$ cat src/rtl/elf_hdr_pkg.sv
package elf_hdr_pkg;

    localparam int unsigned POS_W = 7;
    localparam int unsigned ID_W  = 5;

    localparam logic [7:0] MAGIC [4] = '{8'h7f, 8'h45, 8'h4c, 8'h46};

    localparam logic [1:0] CLASS_32 = 2'd1;
    localparam logic [1:0] CLASS_64 = 2'd2;
    localparam logic [1:0] ORDER_LSB = 2'd1;
    localparam logic [1:0] ORDER_MSB = 2'd2;

    localparam logic [POS_W-1:0] HDR_LEN_32 = 7'd52;
    localparam logic [POS_W-1:0] HDR_LEN_64 = 7'd64;

    localparam logic [ID_W-1:0] ID_PAD = 5'd5;

    typedef enum logic [1:0] {
        ST_FIELD    = 2'd0,
        ST_COMPLETE = 2'd1,
        ST_ERROR    = 2'd2
    } t_status;

    // Position of a header byte within its field.
    typedef struct packed {
        logic [ID_W-1:0]  id;
        logic [POS_W-1:0] start;
        logic [3:0]       len;
    } t_loc;

    // Work handed from the classifier to the assembler, one per word.
    typedef struct packed {
        logic [7:0]       data;
        logic [2:0]       k;
        logic             lsb_first;
        logic             emit;
        logic             err;
        logic             done;
        logic [ID_W-1:0]  id;
        logic [POS_W-1:0] count;
    } t_cmd;

    function automatic t_loc f_locate(input logic [POS_W-1:0] p, input logic wide);
        t_loc             l;
        logic [POS_W-1:0] k;
        l.id    = '0;
        l.start = p;
        l.len   = 4'd1;
        k       = '0;
        if (p <= 7'd8) begin
            l.id    = ID_W'(p - 7'd4);
            l.start = p;
            l.len   = 4'd1;
        end else if (p < 7'd16) begin
            l.id    = ID_PAD;
            l.start = 7'd9;
            l.len   = 4'd7;
        end else if (p < 7'd18) begin
            l.id    = 5'd6;
            l.start = 7'd16;
            l.len   = 4'd2;
        end else if (p < 7'd20) begin
            l.id    = 5'd7;
            l.start = 7'd18;
            l.len   = 4'd2;
        end else if (p < 7'd24) begin
            l.id    = 5'd8;
            l.start = 7'd20;
            l.len   = 4'd4;
        end else if (!wide) begin
            if (p < 7'd40) begin
                k       = (p - 7'd24) >> 2;
                l.id    = ID_W'(7'd9 + k);
                l.start = 7'd24 + (k << 2);
                l.len   = 4'd4;
            end else begin
                k       = (p - 7'd40) >> 1;
                l.id    = ID_W'(7'd13 + k);
                l.start = 7'd40 + (k << 1);
                l.len   = 4'd2;
            end
        end else if (p < 7'd48) begin
            k       = (p - 7'd24) >> 3;
            l.id    = ID_W'(7'd9 + k);
            l.start = 7'd24 + (k << 3);
            l.len   = 4'd8;
        end else if (p < 7'd52) begin
            l.id    = 5'd12;
            l.start = 7'd48;
            l.len   = 4'd4;
        end else begin
            k       = (p - 7'd52) >> 1;
            l.id    = ID_W'(7'd13 + k);
            l.start = 7'd52 + (k << 1);
            l.len   = 4'd2;
        end
        return l;
    endfunction

endpackage

$ cat src/rtl/elf_hdr_if.sv
interface elf_hdr_in_if;
    logic       valid;
    logic       ready;
    logic [7:0] data_byte;
    logic       end_of_buffer;

    modport source (output valid, output data_byte, output end_of_buffer, input ready);
    modport sink   (input valid, input data_byte, input end_of_buffer, output ready);
endinterface

interface elf_hdr_out_if;
    logic        valid;
    logic        ready;
    logic [4:0]  field_id;
    logic [63:0] field_value;
    logic [1:0]  status;
    logic [6:0]  bytes_consumed;

    modport source (output valid, output field_id, output field_value, output status,
                    output bytes_consumed, input ready);
    modport sink   (input valid, input field_id, input field_value, input status,
                    input bytes_consumed, output ready);
endinterface

$ cat src/rtl/elf_hdr_front.sv
module elf_hdr_front (
    input  logic                i_clk,
    input  logic                i_rst_n,
    elf_hdr_in_if.sink          i_in,
    input  logic                i_full,
    output logic                o_push,
    output elf_hdr_pkg::t_cmd   o_cmd
);
    import elf_hdr_pkg::*;

    typedef enum logic [2:0] {
        PH_PARSE = 3'b001,
        PH_DONE  = 3'b010,
        PH_ERROR = 3'b100
    } t_phase;

    t_phase           r_phase, n_phase;
    logic [POS_W-1:0] r_pos, n_pos;
    logic [1:0]       r_class, n_class;
    logic [1:0]       r_order, n_order;

    logic             accept;
    logic             is_magic;
    logic             chk_err;
    logic             wide;
    t_loc             loc;
    logic [2:0]       k;
    logic             last;
    logic             done;
    logic             err;
    logic [7:0]       b;
    logic [POS_W-1:0] pos_inc;
    logic [POS_W-1:0] total;

    assign i_in.ready = !i_full;
    assign accept     = i_in.valid && !i_full;
    assign b          = i_in.data_byte;
    assign pos_inc    = r_pos + 7'd1;
    assign is_magic   = (r_pos < 7'd4);

    always_comb begin
        chk_err = 1'b0;
        n_class = r_class;
        n_order = r_order;
        if (is_magic) begin
            chk_err = (b != MAGIC[r_pos[1:0]]);
        end else if (r_pos == 7'd4) begin
            if (b[7:2] == '0 && (b[1:0] == CLASS_32 || b[1:0] == CLASS_64)) begin
                n_class = b[1:0];
            end else begin
                chk_err = 1'b1;
            end
        end else if (r_pos == 7'd5) begin
            if (b[7:2] == '0 && (b[1:0] == ORDER_LSB || b[1:0] == ORDER_MSB)) begin
                n_order = b[1:0];
            end else begin
                chk_err = 1'b1;
            end
        end
    end

    assign wide  = (n_class == CLASS_64);
    assign loc   = f_locate(r_pos, wide);
    assign k     = 3'(r_pos - loc.start);
    assign total = wide ? HDR_LEN_64 : HDR_LEN_32;
    assign last  = !is_magic && ({1'b0, k} == loc.len - 4'd1);
    assign done  = !is_magic && !chk_err && (pos_inc == total);
    // A buffer that ends short of the full header is an error on its last word.
    assign err   = chk_err || (i_in.end_of_buffer && !done);

    always_comb begin
        o_cmd.data      = b;
        o_cmd.k         = k;
        o_cmd.lsb_first = (loc.id == ID_PAD) || (n_order == ORDER_LSB);
        o_cmd.emit      = err || last;
        o_cmd.err       = err;
        o_cmd.done      = done;
        o_cmd.id        = loc.id;
        o_cmd.count     = pos_inc;
    end

    assign o_push = accept && (r_phase == PH_PARSE) && (!is_magic || err);

    always_comb begin
        n_phase = r_phase;
        n_pos   = r_pos;
        if (accept) begin
            if (i_in.end_of_buffer) begin
                n_phase = PH_PARSE;
                n_pos   = '0;
            end else if (r_phase == PH_PARSE) begin
                n_pos = pos_inc;
                if (err) begin
                    n_phase = PH_ERROR;
                end else if (done) begin
                    n_phase = PH_DONE;
                end
            end
        end
    end

    always_ff @(posedge i_clk) begin
        if (!i_rst_n) begin
            r_phase <= PH_PARSE;
            r_pos   <= '0;
            r_class <= '0;
            r_order <= '0;
        end else begin
            r_phase <= n_phase;
            r_pos   <= n_pos;
            if (accept && i_in.end_of_buffer) begin
                r_class <= '0;
                r_order <= '0;
            end else if (accept && r_phase == PH_PARSE) begin
                r_class <= n_class;
                r_order <= n_order;
            end
        end
    end

    a_err_stops: assert property (@(posedge i_clk) disable iff (!i_rst_n)
        (o_push && o_cmd.err && !i_in.end_of_buffer) |=> (r_phase == PH_ERROR))
        else $error("error word did not stop the parser");

endmodule

$ cat src/rtl/elf_hdr_queue.sv
module elf_hdr_queue (
    input  logic              i_clk,
    input  logic              i_rst_n,
    input  logic              i_push,
    input  elf_hdr_pkg::t_cmd i_cmd,
    input  logic              i_pop,
    output elf_hdr_pkg::t_cmd o_cmd,
    output logic              o_full,
    output logic              o_empty
);
    import elf_hdr_pkg::*;

    localparam int unsigned DEPTH = 2;

    t_cmd       r_mem [DEPTH];
    logic       r_wr_ptr;
    logic       r_rd_ptr;
    logic [1:0] r_count;

    assign o_full  = (r_count == 2'(DEPTH));
    assign o_empty = (r_count == '0);
    assign o_cmd   = r_mem[r_rd_ptr];

    always_ff @(posedge i_clk) begin
        if (i_push) begin
            r_mem[r_wr_ptr] <= i_cmd;
        end
    end

    always_ff @(posedge i_clk) begin
        if (!i_rst_n) begin
            r_wr_ptr <= 1'b0;
            r_rd_ptr <= 1'b0;
            r_count  <= '0;
        end else begin
            if (i_push) begin
                r_wr_ptr <= !r_wr_ptr;
            end
            if (i_pop) begin
                r_rd_ptr <= !r_rd_ptr;
            end
            r_count <= r_count + 2'(i_push) - 2'(i_pop);
        end
    end

    a_no_overflow: assert property (@(posedge i_clk) disable iff (!i_rst_n)
        i_push |-> !o_full)
        else $error("queue written while full");

    a_no_underflow: assert property (@(posedge i_clk) disable iff (!i_rst_n)
        i_pop |-> !o_empty)
        else $error("queue read while empty");

    a_count_bound: assert property (@(posedge i_clk) disable iff (!i_rst_n)
        r_count <= 2'(DEPTH))
        else $error("queue fill count out of range");

endmodule

$ cat src/rtl/elf_hdr_back.sv
module elf_hdr_back (
    input  logic              i_clk,
    input  logic              i_rst_n,
    input  elf_hdr_pkg::t_cmd i_cmd,
    input  logic              i_empty,
    output logic              o_pop,
    elf_hdr_out_if.source     o_out
);
    import elf_hdr_pkg::*;

    logic [63:0]      r_acc, n_acc;
    logic             r_valid;
    logic [ID_W-1:0]  r_id;
    logic [63:0]      r_value;
    t_status          r_status;
    logic [POS_W-1:0] r_count;

    logic [63:0] acc_base;
    logic        take;

    assign take  = r_valid && o_out.ready;
    assign o_pop = !i_empty && (!r_valid || o_out.ready);

    // The first word of a field starts a fresh value; the pad field and
    // little-endian files place each word above the previous one.
    always_comb begin
        acc_base = (i_cmd.k == '0) ? '0 : r_acc;
        if (i_cmd.lsb_first) begin
            n_acc = acc_base | ({56'd0, i_cmd.data} << {i_cmd.k, 3'b000});
        end else begin
            n_acc = {acc_base[55:0], i_cmd.data};
        end
    end

    always_ff @(posedge i_clk) begin
        if (o_pop) begin
            r_acc <= n_acc;
        end
        if (o_pop && i_cmd.emit) begin
            if (i_cmd.err) begin
                r_id     <= '0;
                r_value  <= '0;
                r_status <= ST_ERROR;
            end else begin
                r_id     <= i_cmd.id;
                r_value  <= n_acc;
                r_status <= i_cmd.done ? ST_COMPLETE : ST_FIELD;
            end
            r_count <= i_cmd.count;
        end
    end

    always_ff @(posedge i_clk) begin
        if (!i_rst_n) begin
            r_valid <= 1'b0;
        end else if (o_pop && i_cmd.emit) begin
            r_valid <= 1'b1;
        end else if (take) begin
            r_valid <= 1'b0;
        end
    end

    assign o_out.valid          = r_valid;
    assign o_out.field_id       = r_id;
    assign o_out.field_value    = r_value;
    assign o_out.status         = r_status;
    assign o_out.bytes_consumed = r_count;

    a_pop_frees_slot: assert property (@(posedge i_clk) disable iff (!i_rst_n)
        (o_pop && i_cmd.emit) |=> r_valid)
        else $error("emitted word lost from output register");

endmodule

$ cat src/rtl/elf_hdr_top.sv
// ELF file header parser.
// Input channel: one image byte per word, with end_of_buffer on the last byte
// of a buffer. Output channel: one word per completed header field carrying its
// id, value (in the file's byte order), status and the header bytes taken.
// The last field of a good header has status complete and a count of 52 or 64;
// a bad magic, class or data byte, or a buffer that ends early, gives a single
// error word and the fields already sent are to be dropped.
// After completion or error, bytes are swallowed until end_of_buffer rearms.
// Throughput is one byte per cycle while the queue is not full. A result for the byte
// that completes its field goes from the combinational classifier into the two-entry
// queue, and from there into the assembler's output register.
// When the receiver stalls, the output register and then the queue fill, and
// ready on the input drops once the queue is full; nothing is lost.
// Reset (synchronous, active low) clears the parse position, queue and output
// valid; the first byte may be presented in the cycle after reset is released.
module elf_file_header_parser_core (
    input  logic          i_clk,
    input  logic          i_rst_n,
    elf_hdr_in_if.sink    i_in,
    elf_hdr_out_if.source o_out
);
    import elf_hdr_pkg::*;

    t_cmd front_cmd;
    t_cmd queue_cmd;
    logic push;
    logic pop;
    logic full;
    logic empty;

    elf_hdr_front u_front (
        .i_clk   (i_clk),
        .i_rst_n (i_rst_n),
        .i_in    (i_in),
        .i_full  (full),
        .o_push  (push),
        .o_cmd   (front_cmd)
    );

    elf_hdr_queue u_queue (
        .i_clk   (i_clk),
        .i_rst_n (i_rst_n),
        .i_push  (push),
        .i_cmd   (front_cmd),
        .i_pop   (pop),
        .o_cmd   (queue_cmd),
        .o_full  (full),
        .o_empty (empty)
    );

    elf_hdr_back u_back (
        .i_clk   (i_clk),
        .i_rst_n (i_rst_n),
        .i_cmd   (queue_cmd),
        .i_empty (empty),
        .o_pop   (pop),
        .o_out   (o_out)
    );

endmodule

$ cat src/flat_wrapper.sv
// flat-port wrapper written by rule: the top's interface ports become plain ports
module elf_file_header_parser_core_flat import elf_hdr_pkg::*;
  (i_clk, i_rst_n, i_in_valid, i_in_data_byte, i_in_end_of_buffer, i_in_ready, o_out_valid, o_out_field_id, o_out_field_value, o_out_status, o_out_bytes_consumed, o_out_ready);
  elf_hdr_in_if i_in_i ();
  elf_hdr_out_if o_out_i ();
  input  logic i_clk;
  input  logic i_rst_n;
  input wire logic [$bits(i_in_i.valid)-1:0] i_in_valid;
  input wire logic [$bits(i_in_i.data_byte)-1:0] i_in_data_byte;
  input wire logic [$bits(i_in_i.end_of_buffer)-1:0] i_in_end_of_buffer;
  output wire logic [$bits(i_in_i.ready)-1:0] i_in_ready;
  output wire logic [$bits(o_out_i.valid)-1:0] o_out_valid;
  output wire logic [$bits(o_out_i.field_id)-1:0] o_out_field_id;
  output wire logic [$bits(o_out_i.field_value)-1:0] o_out_field_value;
  output wire logic [$bits(o_out_i.status)-1:0] o_out_status;
  output wire logic [$bits(o_out_i.bytes_consumed)-1:0] o_out_bytes_consumed;
  input wire logic [$bits(o_out_i.ready)-1:0] o_out_ready;
  assign i_in_i.valid = i_in_valid;
  assign i_in_i.data_byte = i_in_data_byte;
  assign i_in_i.end_of_buffer = i_in_end_of_buffer;
  assign i_in_ready = i_in_i.ready;
  assign o_out_valid = o_out_i.valid;
  assign o_out_field_id = o_out_i.field_id;
  assign o_out_field_value = o_out_i.field_value;
  assign o_out_status = o_out_i.status;
  assign o_out_bytes_consumed = o_out_i.bytes_consumed;
  assign o_out_i.ready = o_out_ready;
  elf_file_header_parser_core u_core (.i_clk(i_clk), .i_rst_n(i_rst_n), .i_in(i_in_i), .o_out(o_out_i));
endmodule
$ cat config.mk
export PLATFORM = sky130hd
export DESIGN_NAME = elf_file_header_parser_core_flat
export DESIGN_NICKNAME = d
export VERILOG_FILES = /design/src/rtl/elf_hdr_pkg.sv /design/src/rtl/elf_hdr_if.sv /design/src/rtl/elf_hdr_front.sv /design/src/rtl/elf_hdr_queue.sv /design/src/rtl/elf_hdr_back.sv /design/src/rtl/elf_hdr_top.sv /design/src/flat_wrapper.sv
export SDC_FILE = /design/constraint.sdc
export NUM_CORES = 1
export LEC_CHECK = 0
export BUFFER_PORTS_ARGS = -buffer_cell sky130_fd_sc_hd__clkbuf_2
export CAP_MARGIN = 20
export CORE_MARGIN = 4
export CORE_UTILIZATION = 65
export CTS_CLUSTER_SIZE = 30
export DETAILED_ROUTE_END_ITERATION = 7
export GPL_TIMING_DRIVEN = 0
export MAX_ROUTING_LAYER = met4
export PLACE_DENSITY_LB_ADDON = 0.1
export SYNTH_ARGS = -nofsm -noshare
export SYNTH_HDL_FRONTEND = slang
export SYNTH_HIERARCHICAL = 1
export SYNTH_SLANG_ARGS = --single-unit
$ cat constraint.sdc
create_clock -name i_clk -period 13.6 [get_ports i_clk]
set_clock_uncertainty 0.15 [all_clocks]
set_input_delay 0.68 -clock i_clk [delete_from_list [all_inputs] [get_ports i_clk]]
set_output_delay 0.68 -clock i_clk [all_outputs]
set_load 0.05 [all_outputs]
==> impl_metrics.csv <==
group,metric,value,unit
cts,cts_tree,"done",
logic_synthesis,synth_cell_types,75,
worst_hold_path,hold_class,"in -> reg",
power,intPower,1806,uW
timing,hold_violations,0,
logic_synthesis,ys.flop_type,"edfxtp_1",
floorplanning,die_y,139.4,um
detailed_routing,via_count,8259,
timing,layout_setup_ws,8.906,ns
floorplanning,core-area,0.01676,mm2
logic_synthesis,netlist_area,0.01122,mm2
detailed_routing,dr.pass1.iters,6,
logic_synthesis,ys_seq_elements,216,
logic_synthesis,async_flop_share,0,%
global_routing,grt_overflow,0,
global_routing,use_met2,46.84,%
global_routing,grt_max_degree,39,
cts,htree_num_levels,1,
timing,fin_crit_sh,34.51,%
detailed_routing,vias_per_cell,6.368,
finish,final_nets,1099,
global_routing,grt_pass1_vias,7899,
placed_design,gp_congestion,0.9639,
logic_synthesis,synthMostInstantiatedCell,"edfxtp_1",
logic_synthesis,synth.avg_cell_area,11.93,um2
logic_synthesis,synth_fp_nets,978,
setup_path,slowest_stage,"a21oi_1",
global_routing,busiest_layer,"met2",
detailed_routing,drc_errors,0,
cts,cts_sinks,216,
floorplanning,rows,47,
finish,fillCellCount,1107,
timing,rsz0062_at_grt,"false",
cts,clk_pin_slew_worst_paths,0.06,ns
timing,setup_violations,0,
power,p_leak,0.005119,uW
power,power_frac_seq,38.6,%
power,power_frac_clock,18.1,%
power,switching_share,42.37,%
setup_path,endpoint_kind,"flip-flop",
logic_synthesis,synth_commonest_cells,"edfxtp_1 (196), nand2_1 (100), o21ai_0 (61)",
timing,tightest_slew,0.8095,ns
global_routing,grtUsageMet3,4.460,%
worst_hold_path,hold_depth,1,
run,cap_violations,0,
logic_synthesis,yosysSeqAreaShare,56.03,%
setup_path,cp_max_fo,10,
cts,cts-resized-gates,0,
logic_synthesis,ys_warn_count,6,
finish,area_growth,13.91,%
power,p_comb_share,43.3,%
timing,drv_slew,0,
cts,cts.path.max_buffers,3,
timing,fmax,213.1,MHz
timing,slew_headroom,46.03,%
placed_design,pre_cts_slack,8.929,ns
logic_synthesis,yosysTopAreaCell,"edfxtp_1",
finish,drive_gt1_share,20.89,%
cts,numCtsBuffers,22,
floorplanning,start_util,66.94,%
power,power_switching,1328,uW
setup_path,worst-setup-path-type,"reg -> reg",
detailed_routing,drt-initial-drc-count,941,
global_routing,grt_pass1_wl,42840,um
logic_synthesis,synth_top_area_share,52.46,%
global_routing,met1_usage,35.47,%
timing,fin_setup_tns,0,ns
setup_path,cp_slowest_stage_delay,0.67,ns
setup_path,path_cells,"buf_4 -> inv_1 -> ha_1 -> inv_1 -> a21oi_1 -> nand2b_1 -> nand3_1 -> nand2_1 -> nand2_1 -> nand2_1 -> fa_1 -> inv_1 -> o21ai_0 -> a211oi_1 -> o311ai_4 -> xnor3_1 -> a41o_1",
placed_design,portBuffers,91,
timing,fin_crit,4.694,ns
floorplanning,dieArea,0.01942,mm2
setup_path,startpoint_type,"flip-flop",
logic_synthesis,synth_area_leaders,"edfxtp_1 (52%), dfxtp_1 (3.6%), nand2_1 (3.3%), o211a_1 (2.9%), o21ai_0 (2.7%)",
power,p_per_area,245.2,mW/mm2
global_routing,antenna_found_initial,0,
global_routing,grt_usage,27.91,%
logic_synthesis,synth_edf_count,196,
setup_path,crit_arrival,4.79,ns
cts,cts_hold_buf,0,
cts,ctsRootBufferMaster,"clkbuf_16",
setup_path,required,13.69,ns
placed_design,hpwl,18730,um
detailed_routing,wl,26870,um
detailed_routing,final_antenna_net_count,0,
floorplanning,die_x,139.4,um
floorplanning,ios,93,
cts,post_cts_buffers,0,
logic_synthesis,synthCells,940,
finish,antennaDiodeCount,0,
cts,clkLatencyLatePin,0.50,ns
power,peakVddDrop,152.5,uV
outcome,run_status,"finished clean",
detailed_routing,post_drt_wl_per_cell,20.71,um
setup_path,worstRegToRegCells,17,
## state kept, by name (all words and copies together) (netlist names), named ones only
signal                              flops
u_core/u_back/o_out.field_value        64
u_core/u_queue/r_rd_ptr                 1
u_core/u_back/o_out.field_id            5
u_core/u_back/o_out.bytes_consumed      7
u_core/u_queue/r_wr_ptr                 1
u_core/u_queue/r_mem                   54
u_core/u_back/o_out.status              2
u_core/u_queue/r_count                  2
u_core/u_back/o_out.valid               1
u_core/u_front/r_pos                    7
u_core/u_front/r_order                  2
u_core/u_front/r_phase                  3
u_core/u_back/r_acc                    64
u_core/u_front/r_class                  2
## path summary, 6_finish.rpt
path                                          startpoint                                     end  slack, ns
setup / recovery    u_core/u_front/r_pos[4]$_SDFFE_PN0P_   u_core/u_queue/r_mem[1][14]$_DFFE_PP_       8.91
hold / removal                         i_in_data_byte[1]   u_core/u_queue/r_mem[0][20]$_DFFE_PP_       0.21
setup reg to reg    u_core/u_front/r_pos[4]$_SDFFE_PN0P_   u_core/u_queue/r_mem[1][14]$_DFFE_PP_       8.91
hold reg to reg   u_core/u_front/r_phase[2]$_SDFFE_PN0P_  u_core/u_front/r_phase[2]$_SDFFE_PN0P_       0.34
## critical path: cells and delay by family, from the launching register on
kind                       cells  cell delay (ns)
AOI/OAI and AO/OA              5             1.56
xor gates and xnor gates       1             0.37
adders and majority gates      2             0.80
buffers and inverters          4             0.64
DFF                            1             0.42
and+or+nand+nor                5             0.48
## cell type report
type,instances,area (um2),area share [%]
timing repair buffer,97,585.6,4.582
sequential,216,6286,49.19
clock inverter,10,50.05,0.3917
tap,220,275.3,2.154
multi-input combinational,630,4442,34.76
clock buffer,30,631.9,4.945
inverter,16,60.06,0.4700
buffer,78,447.9,3.505
## power groups by stage
stage,Combinational (uW),Sequential [uW],Clock [uW]
final,1360,1210,567
after global routing,1440,1230,605
after CTS,1340,1210,575
after detailed placement,1330,1220,0
after global placement,1250,1240,0
after floorplan,651,1530,0
## per-layer routing
layer,share of wire (%),vias up
met1,38,3921
met2,50,504
met3,9.1,69
li1,-,3765
met4,2.8,0
met5,0,-
## logic make-up after synthesis
group                      share of synthesized area, %
muxes                                             4.729
buffers and inverters                             4.528
and+or+nand+nor                                   12.50
DFF                                               56.03
AOI/OAI and AO/OA                                 17.00
xor gates and xnor gates                          2.353
adders and majority gates                         2.855
## placed cells by master, fill, tap and decap left out, drive strengths merged, types with 3 or more instances in the layout
cell,Yosys,final
o2111ai,25,25
xnor2,14,14
a21boi,36,36
and3,5,5
o2bb2ai,16,16
xor2,11,11
clkinv,0,10
and2b,8,8
nand2b,18,18
nand4,8,8
nor3,5,5
o31ai,3,3
or3,3,3
mux2i,5,5
clkbuf,35,156
o21ai,63,63
edfxtp,196,196
a22oi,8,8
nor2b,24,24
nand4b,9,9
nand3,14,14
o211a,32,32
a21oi,51,51
dfxtp,20,20
inv,16,16
mux2,36,36
nor3b,9,9
nor2,44,44
o22ai,12,12
a21o,3,3
nand2,100,100
ha,24,24
buf,43,49
a31o,3,3
nor4b,6,6
and2,8,8
## per-stage QoR
stage / total power [uW] / hold WS (ns) / utilization, % / instances / area, um2
detailed placement: 2547 / 0.3228 / 72.18 / 1257 / 12100
global placement: 2495 / 0.3024 / 71.30 / 1251 / 11950
finish: 3133 / 0.2097 / 76.24 / 1297 / 12780
global route: 3278 / 0.1933 / 76.24 / 1297 / 12780
floorplan: 2180 / 0.2877 / - / 940 / 11220
CTS: 3124 / 0.1966 / 76.24 / 1297 / 12780
Note: power is estimated with default switching activity, not from simulation.
